<file path="config.mk">
export PLATFORM = sky130hd
export DESIGN_NAME = circuit_slot_table_flat
export DESIGN_NICKNAME = d
export VERILOG_FILES = /design/src/rtl/cst_pkg.sv /design/src/rtl/cst_if.sv /design/src/rtl/cst_store.sv /design/src/rtl/cst_ctrl.sv /design/src/rtl/circuit_slot_table.sv /design/src/flat_wrapper.sv
export VERILOG_INCLUDE_DIRS = /design/src /design/src/rtl
export SDC_FILE = /design/constraint.sdc
export NUM_CORES = 2
export LEC_CHECK = 0
export BUFFER_PORTS_ARGS = -buffer_cell sky130_fd_sc_hd__buf_2
export CORE_MARGIN = 3
export CORE_UTILIZATION = 28
export CTS_BUF_LIST = sky130_fd_sc_hd__clkbuf_16
export DETAILED_ROUTE_END_ITERATION = 6
export PLACE_DENSITY_LB_ADDON = 0.12
export SYNTH_ARGS = -nofsm -noshare
export SYNTH_HDL_FRONTEND = slang
export SYNTH_SLANG_ARGS = --single-unit
</file>
<file path="constraint.sdc">
create_clock -name i_clk -period 15.85 [get_ports i_clk]
set_clock_uncertainty 0.15 [all_clocks]
set_input_delay 0.7925 -clock i_clk [delete_from_list [all_inputs] [get_ports i_clk]]
set_output_delay 0.7925 -clock i_clk [all_outputs]
set_load 0.05 [all_outputs]
</file>
<file path="src/rtl/circuit_slot_table_macros.svh">
// Assertion macros for the circuit slot table.
// Included by the modules that check their own logic; empty for synthesis.
`ifndef CIRCUIT_SLOT_TABLE_MACROS_SVH
`define CIRCUIT_SLOT_TABLE_MACROS_SVH
`ifndef SYNTHESIS
`define CST_ASSERT_IMPL(label, clk, rst_n, ante, cons) \
    label: assert property (@(posedge clk) disable iff (!(rst_n)) (ante) |-> (cons)) \
        else $error("%m: assertion failed");
`define CST_ASSERT_NEXT(label, clk, rst_n, ante, cons) \
    label: assert property (@(posedge clk) disable iff (!(rst_n)) (ante) |=> (cons)) \
        else $error("%m: assertion failed");
`else
`define CST_ASSERT_IMPL(label, clk, rst_n, ante, cons)
`define CST_ASSERT_NEXT(label, clk, rst_n, ante, cons)
`endif
`endif

</file>
<file path="src/rtl/cst_pkg.sv">
// Shared constants, types and helpers for the circuit slot table.
// No dependencies; used by the interfaces and every module.
package cst_pkg;

    localparam int NUM_CIRCUITS = 32;
    localparam int SLOT_W       = (NUM_CIRCUITS > 1) ? $clog2(NUM_CIRCUITS) : 1;
    localparam int CNT_W        = $clog2(NUM_CIRCUITS + 1);
    localparam int FUNC_W       = 2;
    localparam int IDX_W        = 8;
    localparam int ID_W         = 8;
    localparam int ADDR_W       = 56;
    localparam int OUT_SLOT_W   = 5;

    typedef enum logic [FUNC_W-1:0] {
        FUNC_ALLOC    = 2'd0,
        FUNC_FREE     = 2'd1,
        FUNC_VALIDATE = 2'd2,
        FUNC_MATCH    = 2'd3
    } t_func;

    typedef struct packed {
        logic [IDX_W-1:0]  idx;
        logic [ID_W-1:0]   id;
        logic [ADDR_W-1:0] user;
        logic [ADDR_W-1:0] node;
    } t_remote;

    typedef struct packed {
        logic              we;
        logic [SLOT_W-1:0] waddr;
        t_remote           wdata;
        logic [SLOT_W-1:0] raddr;
    } t_mem_req;

    // The reported slot number is the slot taken modulo 32.
    function automatic logic [OUT_SLOT_W-1:0] to_out_slot(input logic [SLOT_W-1:0] slot);
        logic [7:0] wide;
        wide = 8'(slot);
        return wide[OUT_SLOT_W-1:0];
    endfunction

endpackage

</file>
<file path="src/rtl/cst_if.sv">
// Valid/ready channel interfaces for requests and results of the slot table.
// Depends on cst_pkg for the field widths.
interface cst_in_if;
    logic                        valid;
    logic                        ready;
    logic [cst_pkg::FUNC_W-1:0]  func;
    logic [cst_pkg::IDX_W-1:0]   circuit_index;
    logic [cst_pkg::ID_W-1:0]    circuit_id;
    logic [cst_pkg::ADDR_W-1:0]  user_address;
    logic [cst_pkg::ADDR_W-1:0]  node_address;

    modport source (
        output valid, func, circuit_index, circuit_id, user_address, node_address,
        input  ready
    );
    modport sink (
        input  valid, func, circuit_index, circuit_id, user_address, node_address,
        output ready
    );
endinterface

interface cst_out_if;
    logic                           valid;
    logic                           ready;
    logic                           hit;
    logic [cst_pkg::OUT_SLOT_W-1:0] slot_index;
    logic [cst_pkg::ID_W-1:0]       slot_id;

    modport source (
        output valid, hit, slot_index, slot_id,
        input  ready
    );
    modport sink (
        input  valid, hit, slot_index, slot_id,
        output ready
    );
endinterface

</file>
<file path="src/rtl/cst_store.sv">
// Remote-field memory of the slot table: one write port, one registered read port.
// Depends on cst_pkg for the entry and request types.
module cst_store (
    input  logic              i_clk,
    input  cst_pkg::t_mem_req i_req,
    output cst_pkg::t_remote  o_q
);

    cst_pkg::t_remote r_mem [cst_pkg::NUM_CIRCUITS];
    cst_pkg::t_remote r_q;

    always_ff @(posedge i_clk) begin
        if (i_req.we) begin
            r_mem[i_req.waddr] <= i_req.wdata;
        end
        r_q <= r_mem[i_req.raddr];
    end

    assign o_q = r_q;

endmodule

</file>
<file path="src/rtl/cst_ctrl.sv">
// Sequencer of the slot table: valid marks, generation ids, slot scan and result register.
// Depends on cst_pkg, the channel interfaces and the assertion macro header.
`include "circuit_slot_table_macros.svh"

module cst_ctrl (
    input  logic              i_clk,
    input  logic              i_rst_n,
    cst_in_if.sink            i_req,
    cst_out_if.source         o_rsp,
    output cst_pkg::t_mem_req o_mem_req,
    input  cst_pkg::t_remote  i_mem_q
);

    typedef enum logic [2:0] {
        ST_IDLE,
        ST_ALLOC,
        ST_LOCAL,
        ST_MATCH,
        ST_EMIT
    } t_state;

    t_state                            r_state, n_state;
    cst_pkg::t_func                    r_func, n_func;
    cst_pkg::t_remote                  r_key, n_key;
    logic [cst_pkg::CNT_W-1:0]         r_slot, n_slot;
    logic [cst_pkg::SLOT_W-1:0]        r_cmp_slot, n_cmp_slot;
    logic                              r_pend, n_pend;
    logic [cst_pkg::NUM_CIRCUITS-1:0]  r_valid, n_valid;
    logic [cst_pkg::ID_W-1:0]          r_gen [cst_pkg::NUM_CIRCUITS];
    logic                              r_res_hit, n_res_hit;
    logic [cst_pkg::SLOT_W-1:0]        r_res_slot, n_res_slot;
    logic [cst_pkg::ID_W-1:0]          r_res_id, n_res_id;
    logic                              r_out_valid, n_out_valid;
    logic                              r_out_hit, n_out_hit;
    logic [cst_pkg::OUT_SLOT_W-1:0]    r_out_slot, n_out_slot;
    logic [cst_pkg::ID_W-1:0]          r_out_id, n_out_id;

    logic                       gen_we;
    logic [cst_pkg::SLOT_W-1:0] gen_wslot;
    logic [cst_pkg::ID_W-1:0]   gen_wval;
    logic [cst_pkg::SLOT_W-1:0] scan_slot;
    logic [cst_pkg::SLOT_W-1:0] loc_slot;
    logic                       in_range;
    logic                       key_eq;
    logic                       out_free;

    assign scan_slot = r_slot[cst_pkg::SLOT_W-1:0];
    assign loc_slot  = r_key.idx[cst_pkg::SLOT_W-1:0];
    assign in_range  = (r_key.idx < cst_pkg::IDX_W'(cst_pkg::NUM_CIRCUITS));
    assign key_eq    = (i_mem_q == r_key);
    assign out_free  = !r_out_valid || o_rsp.ready;

    always_comb begin
        n_state     = r_state;
        n_func      = r_func;
        n_key       = r_key;
        n_slot      = r_slot;
        n_cmp_slot  = r_cmp_slot;
        n_pend      = r_pend;
        n_valid     = r_valid;
        n_res_hit   = r_res_hit;
        n_res_slot  = r_res_slot;
        n_res_id    = r_res_id;
        n_out_valid = r_out_valid;
        n_out_hit   = r_out_hit;
        n_out_slot  = r_out_slot;
        n_out_id    = r_out_id;
        gen_we      = 1'b0;
        gen_wslot   = loc_slot;
        gen_wval    = r_gen[loc_slot] + 1'b1;
        o_mem_req       = '0;
        o_mem_req.raddr = scan_slot;
        o_mem_req.waddr = scan_slot;
        o_mem_req.wdata = r_key;

        if (r_out_valid && o_rsp.ready) begin
            n_out_valid = 1'b0;
        end

        unique case (r_state)
            ST_IDLE: begin
                if (i_req.valid) begin
                    n_func     = cst_pkg::t_func'(i_req.func);
                    n_key.idx  = i_req.circuit_index;
                    n_key.id   = i_req.circuit_id;
                    n_key.user = i_req.user_address;
                    n_key.node = i_req.node_address;
                    n_slot     = '0;
                    n_pend     = 1'b0;
                    unique case (cst_pkg::t_func'(i_req.func))
                        cst_pkg::FUNC_ALLOC: n_state = ST_ALLOC;
                        cst_pkg::FUNC_MATCH: n_state = ST_MATCH;
                        default:             n_state = ST_LOCAL;
                    endcase
                end
            end
            ST_ALLOC: begin
                if (!r_valid[scan_slot]) begin
                    o_mem_req.we       = 1'b1;
                    n_valid[scan_slot] = 1'b1;
                    n_res_hit          = 1'b1;
                    n_res_slot         = scan_slot;
                    n_res_id           = r_gen[scan_slot];
                    n_state            = ST_EMIT;
                end else if (r_slot == cst_pkg::CNT_W'(cst_pkg::NUM_CIRCUITS - 1)) begin
                    n_res_hit  = 1'b0;
                    n_res_slot = '0;
                    n_res_id   = '0;
                    n_state    = ST_EMIT;
                end else begin
                    n_slot = cst_pkg::CNT_W'(r_slot + 1'b1);
                end
            end
            ST_LOCAL: begin
                n_res_hit  = 1'b0;
                n_res_slot = '0;
                n_res_id   = '0;
                if (in_range && r_valid[loc_slot]) begin
                    if (r_func == cst_pkg::FUNC_FREE) begin
                        gen_we            = 1'b1;
                        n_valid[loc_slot] = 1'b0;
                        n_res_hit         = 1'b1;
                        n_res_slot        = loc_slot;
                        n_res_id          = gen_wval;
                    end else if (r_gen[loc_slot] == r_key.id) begin
                        n_res_hit  = 1'b1;
                        n_res_slot = loc_slot;
                        n_res_id   = r_gen[loc_slot];
                    end
                end
                n_state = ST_EMIT;
            end
            ST_MATCH: begin
                // The memory read data arrives in the cycle after the scan address is presented.
                if (r_pend && r_valid[r_cmp_slot] && key_eq) begin
                    n_res_hit  = 1'b1;
                    n_res_slot = r_cmp_slot;
                    n_res_id   = r_gen[r_cmp_slot];
                    n_state    = ST_EMIT;
                end else if (r_pend &&
                             r_cmp_slot == cst_pkg::SLOT_W'(cst_pkg::NUM_CIRCUITS - 1)) begin
                    n_res_hit  = 1'b0;
                    n_res_slot = '0;
                    n_res_id   = '0;
                    n_state    = ST_EMIT;
                end else begin
                    n_cmp_slot = scan_slot;
                    n_pend     = 1'b1;
                    n_slot     = cst_pkg::CNT_W'(r_slot + 1'b1);
                end
            end
            ST_EMIT: begin
                if (out_free) begin
                    n_out_valid = 1'b1;
                    n_out_hit   = r_res_hit;
                    n_out_slot  = cst_pkg::to_out_slot(r_res_slot);
                    n_out_id    = r_res_id;
                    n_state     = ST_IDLE;
                end
            end
            default: begin
                n_state = ST_IDLE;
            end
        endcase
    end

    always_ff @(posedge i_clk) begin
        r_func     <= n_func;
        r_key      <= n_key;
        r_slot     <= n_slot;
        r_cmp_slot <= n_cmp_slot;
        r_pend     <= n_pend;
        r_res_hit  <= n_res_hit;
        r_res_slot <= n_res_slot;
        r_res_id   <= n_res_id;
        r_out_hit  <= n_out_hit;
        r_out_slot <= n_out_slot;
        r_out_id   <= n_out_id;
        if (!i_rst_n) begin
            r_state     <= ST_IDLE;
            r_valid     <= '0;
            r_gen       <= '{default: '0};
            r_out_valid <= 1'b0;
        end else begin
            r_state     <= n_state;
            r_valid     <= n_valid;
            r_out_valid <= n_out_valid;
            if (gen_we) begin
                r_gen[gen_wslot] <= gen_wval;
            end
        end
    end

    assign i_req.ready      = (r_state == ST_IDLE);
    assign o_rsp.valid      = r_out_valid;
    assign o_rsp.hit        = r_out_hit;
    assign o_rsp.slot_index = r_out_slot;
    assign o_rsp.slot_id    = r_out_id;

    `CST_ASSERT_IMPL(a_alloc_into_free_slot, i_clk, i_rst_n, o_mem_req.we, !r_valid[o_mem_req.waddr])
    `CST_ASSERT_IMPL(a_free_clears_mark, i_clk, i_rst_n, r_state == ST_EMIT && r_res_hit && r_func == cst_pkg::FUNC_FREE, !r_valid[r_res_slot])
    `CST_ASSERT_IMPL(a_hit_slot_in_use, i_clk, i_rst_n, r_state == ST_EMIT && r_res_hit && r_func != cst_pkg::FUNC_FREE, r_valid[r_res_slot])
    `CST_ASSERT_NEXT(a_free_bumps_id, i_clk, i_rst_n, r_state == ST_LOCAL && gen_we, r_gen[r_res_slot] == r_res_id)
    `CST_ASSERT_IMPL(a_miss_is_zero, i_clk, i_rst_n, r_out_valid && !r_out_hit, r_out_slot == '0 && r_out_id == '0)

endmodule

</file>
<file path="src/rtl/circuit_slot_table.sv">
// Top level of the circuit slot table: request and result channels around
// the sequencer (cst_ctrl) and the remote-field memory (cst_store). Depends on cst_pkg.
//
// Use: a request transfer on i_req carries func (allocate, free, validate,
// match), a circuit index and id, and the user and node addresses. Each request
// yields exactly one result transfer on o_rsp with hit, slot_index and slot_id.
// One request is worked on at a time; i_req.ready is high only while idle.
// Free and validate look only at the slot named by the circuit index; allocate
// stops at the lowest free slot and match at the lowest matching slot, and both
// go through all NUM_CIRCUITS slots when none is found. Allocate scans the valid
// marks and match scans the remote-field memory through its single read port,
// one slot per cycle.
// Reset clears all valid marks and generation ids at once; no clearing pass.
// The result sits in an output register; a new request is taken while it
// waits, and if the receiver stalls the next result is held until it is taken.
module circuit_slot_table (
    input  logic      i_clk,
    input  logic      i_rst_n,
    cst_in_if.sink    i_req,
    cst_out_if.source o_rsp
);

    cst_pkg::t_mem_req mem_req;
    cst_pkg::t_remote  mem_q;

    cst_ctrl u_ctrl (
        .i_clk     (i_clk),
        .i_rst_n   (i_rst_n),
        .i_req     (i_req),
        .o_rsp     (o_rsp),
        .o_mem_req (mem_req),
        .i_mem_q   (mem_q)
    );

    cst_store u_store (
        .i_clk (i_clk),
        .i_req (mem_req),
        .o_q   (mem_q)
    );

endmodule

</file>
<file path="src/flat_wrapper.sv">
// flat-port wrapper written by rule: the top's interface ports become plain ports
module circuit_slot_table_flat 
  (i_clk, i_rst_n, i_req_valid, i_req_func, i_req_circuit_index, i_req_circuit_id, i_req_user_address, i_req_node_address, i_req_ready, o_rsp_valid, o_rsp_hit, o_rsp_slot_index, o_rsp_slot_id, o_rsp_ready);
  cst_in_if i_req_i ();
  cst_out_if o_rsp_i ();
  input  logic i_clk;
  input  logic i_rst_n;
  input wire logic [$bits(i_req_i.valid)-1:0] i_req_valid;
  input wire logic [$bits(i_req_i.func)-1:0] i_req_func;
  input wire logic [$bits(i_req_i.circuit_index)-1:0] i_req_circuit_index;
  input wire logic [$bits(i_req_i.circuit_id)-1:0] i_req_circuit_id;
  input wire logic [$bits(i_req_i.user_address)-1:0] i_req_user_address;
  input wire logic [$bits(i_req_i.node_address)-1:0] i_req_node_address;
  output wire logic [$bits(i_req_i.ready)-1:0] i_req_ready;
  output wire logic [$bits(o_rsp_i.valid)-1:0] o_rsp_valid;
  output wire logic [$bits(o_rsp_i.hit)-1:0] o_rsp_hit;
  output wire logic [$bits(o_rsp_i.slot_index)-1:0] o_rsp_slot_index;
  output wire logic [$bits(o_rsp_i.slot_id)-1:0] o_rsp_slot_id;
  input wire logic [$bits(o_rsp_i.ready)-1:0] o_rsp_ready;
  assign i_req_i.valid = i_req_valid;
  assign i_req_i.func = i_req_func;
  assign i_req_i.circuit_index = i_req_circuit_index;
  assign i_req_i.circuit_id = i_req_circuit_id;
  assign i_req_i.user_address = i_req_user_address;
  assign i_req_i.node_address = i_req_node_address;
  assign i_req_ready = i_req_i.ready;
  assign o_rsp_valid = o_rsp_i.valid;
  assign o_rsp_hit = o_rsp_i.hit;
  assign o_rsp_slot_index = o_rsp_i.slot_index;
  assign o_rsp_slot_id = o_rsp_i.slot_id;
  assign o_rsp_i.ready = o_rsp_ready;
  circuit_slot_table u_core (.i_clk(i_clk), .i_rst_n(i_rst_n), .i_req(i_req_i), .o_rsp(o_rsp_i));
endmodule
</file>
==> impl_metrics.ini <==
[final_layout]
final_common_cell = edfxtp_1
final_nets = 9476
areaGrowthSynthToFinish_pct = 17.4
fill_cells = 60800
final_cell_mix = edfxtp_1 (4266), mux4_2 (1192), clkbuf_16 (563), a22oi_1 (540), nand2_1 (428)
layout-drive-gt1-share_pct = 26.2
final_area_mm2 = 0.211
post_layout_nonfiller_instances = 18300

[setup_path]
timing.critical_path.from_type = register
cp_max_fo = 42
critical_path_class = register to register
reg2reg_from = u_core.u_ctrl.r_slot[0]
crit_start = u_core.u_ctrl.r_slot[0]
endpoint_kind = register
arrival_ns = 8.50
cp_data_required_time_ns = 16.43

[die]
ioPinCount = 150
initial_core_util_pct = 28.2
rows = 293
chipWidth_um = 808
dieArea_mm2 = 0.652
die_h_um = 808
core_area_mm2 = 0.639

[cts]
cts_sinks = 4686
cts_root_buf = clkbuf_16
clkTransAtPathRegs_ns = 0.05
clock_latency_ns = 1.11
ctsHtreeMaxLevel = 6
postCtsSetupBuffers = 0
cts_tree = built
cts_buffer_depth = 4
cts_buffers = 549

[sta]
finalCritPeriodShare_pct = 49.9
hold_violations = 0
rsz0062_at_grt = no
period_needed_ns = 7.91
worst_slew_pin_slew_ns = 1.45
setup_ws_ns = 7.94
slew_headroom_pct = 2.89
setup_violations = 0
fmax_ghz = 0.126
holdWs_ns = 0.241
setup_tns_ns = 0
drv_slew = 0

[placement]
pre_cts_ws_ns = 7.75
dpl.hpwl_um = 345000
place_inst = 17200
port-buffer-count = 149
placed_area_mm2 = 0.193
place_congestion = 0.855

[detailed_routing]
vias = 93900
drt.antenna.violating_nets = 0
routedWlPerCell_um = 33.7
wl_um = 617000
avgViaCountPerCell = 5.12
drt_iter0_drc = 10400
drc_errors = 0
dr.pass1.iters = 7

[logic_synthesis]
yosysSeqAreaShare_pct = 75.9
yosysTopAreaCell = edfxtp_1
synth.avg_cell_area_um2 = 20.8
synth_top_area_share_pct = 71.2
syn-num-nets = 8811
yosys_most_used_dff = edfxtp_1
synth_warnings = 0
synth-seq-cells = 4686
syn_area_mm2 = 0.180
synth_edf_count = 4266
synth.distinct_cells = 83
synth_area_leaders = edfxtp_1 (71%), mux4_2 (15%), dfxtp_1 (4.7%)
synthCells = 8671
ys_async_sr_fraction_pct = 0

[power_and_ir_drop]
p_int_w = 0.0215
seq_power_share_pct = 48.8
worst_ir_drop_vdd_mv = 0.117
clockPowerShare_pct = 42.7
p_leak_nw = 65.2
p_per_area_mw_per_mm2 = 135
swShare_pct = 24.3
p_sw_w = 0.00692
combPwrFrac_pct = 8.6

[grt]
grt_antenna_before_repair = 39
grt.total_usage_pct = 18.4
grt_overflow = 0
first_global_vias = 97200
grt_pass1_wl_um = 842000
grt_max_degree = 143

[min_path]
hp-start = i_req_user_address[3]
holdCritPathClass = input pin to register

[job]
maxCapViolCount = 0

[outcome]
status = finished, final reports clean
[path summary, 6_finish.rpt]
check / depth (start not counted) / endpoint / slack (ns)
worst max-delay path: 11 / u_core.u_store.r_mem[30][43] / 7.94
worst min-delay path: 2 / u_core.u_ctrl.o_mem_req[64] / 0.24
worst max register to register: 11 / u_core.u_store.r_mem[30][43] / 7.94
worst min register to register: 0 / u_core.u_ctrl.o_rsp.slot_index[1] / 0.28
[power groups by stage]
stage               combinational, W  sequential, W  clock, W
detailed placement           0.00249         0.0141         0
floorplan                    0.00123         0.0142         0
global route                 0.00259         0.0139    0.0130
finish                       0.00244         0.0139    0.0121
CTS                          0.00252         0.0139    0.0125
global placement             0.00248         0.0141         0
[through the flow]
stage | util, % | total power (W)
4_1_cts | 33.1 | 0.0289
5_1_grt | 33.1 | 0.0294
6_report | 33.1 | 0.0284
2_1_floorplan | - | 0.0154
3_5_place_dp | 30.2 | 0.0166
3_3_place_gp | 30.2 | 0.0166
[worst max-delay path, cell delays in order, from the launching register on]
cell and delay, ns:
edfxtp_1 0.40, buf_4 0.77, buf_4 0.76, mux4_2 0.62, a22oi_1 0.22, nand4_1 0.25
nor3_1 0.69, nand2_1 0.77, nor2_4 0.43, buf_4 0.81, buf_4 0.82, buf_4 0.71
[metal layers]
metal | track usage [%] | up-vias | wire length [um]
li1 | - | 37900 | -
met1 | 25.4 | 52100 | 270000
met2 | 31.0 | 3151 | 303000
met3 | 2.40 | 755 | 30900
met4 | 4.15 | 6 | 14100
met5 | 0 | - | 47
[flip-flops by register name (all words and copies together) (netlist names)]
register and count:
u_core.u_ctrl.r_res_id 8, u_core.u_store.o_q 128, u_core.u_ctrl.r_res_slot 5, u_core.u_ctrl.r_res_hit 1, u_core.u_store.r_mem 4096, u_core.u_ctrl.r_valid 32, u_core.u_ctrl.r_pend 1, u_core.u_ctrl.r_func 2
u_core.u_ctrl.o_rsp.hit 1, u_core.u_ctrl.r_state 3, u_core.u_ctrl.o_rsp.slot_id 8, u_core.u_ctrl.o_rsp.valid 1, u_core.u_ctrl.o_rsp.slot_index 5, u_core.u_ctrl.r_gen 256, u_core.u_ctrl.o_mem_req 128, u_core.u_ctrl.r_cmp_slot 5
u_core.u_ctrl.r_slot 6
[area by class of cell]
cell class	instances	area [um2]	share of cell area [%]
sequential	4686	137000	64.6
multi-input combinational	3386	41300	19.5
clock buffer	563	14100	6.67
tap	8555	10700	5.07
timing repair buffer	654	5220	2.47
clock inverter	440	3170	1.50
inverter	59	236	0.112
antenna	4	10.0	0.00474
[synth_stat cells (7+ instances only)]
cell type and instances:
nor2b_1 15, o31ai_1 22, or3_1 18, nand3_2 11
and3_1 15, o22ai_1 83, dfxtp_1 420, nand4_1 153
xnor2_1 46, nand2_1 428, a221oi_1 9, mux2i_1 143
inv_1 57, mux2_2 7, a2111oi_0 7, nor3_1 15
o31ai_2 9, nand3_1 81, nand2b_1 13, nor4_1 23
nor2_1 108, a21oi_1 251, nand3b_1 7, buf_1 101
nor3_2 17, mux4_2 1192, edfxtp_1 4266, buf_2 89
xor2_1 44, clkbuf_1 332, or4_1 9, a22oi_1 540
a22o_1 15
[what timing repair did]
item / 4_1_cts / 5_1_grt
hold buffers: 131 / 0
hold endpoints to repair: 131 / 0
resized for setup: 0 / 0
[logic make-up (layout without fill, tap and decap cells)]
family	Yosys count	count (layout)	share of synthesized area (%)
muxes	1342	1342	15.8
AOI/OAI and AO/OA	988	988	3.79
buffers and inverters	599	1716	1.39
other	0	4	0
and+or+nand+nor	958	958	2.71
xor gates and xnor gates	92	92	0.456
adders and majority gates	6	6	0.0417
DFF	4686	4686	75.9
No activity file was read; power rests on OpenSTA's default activity.
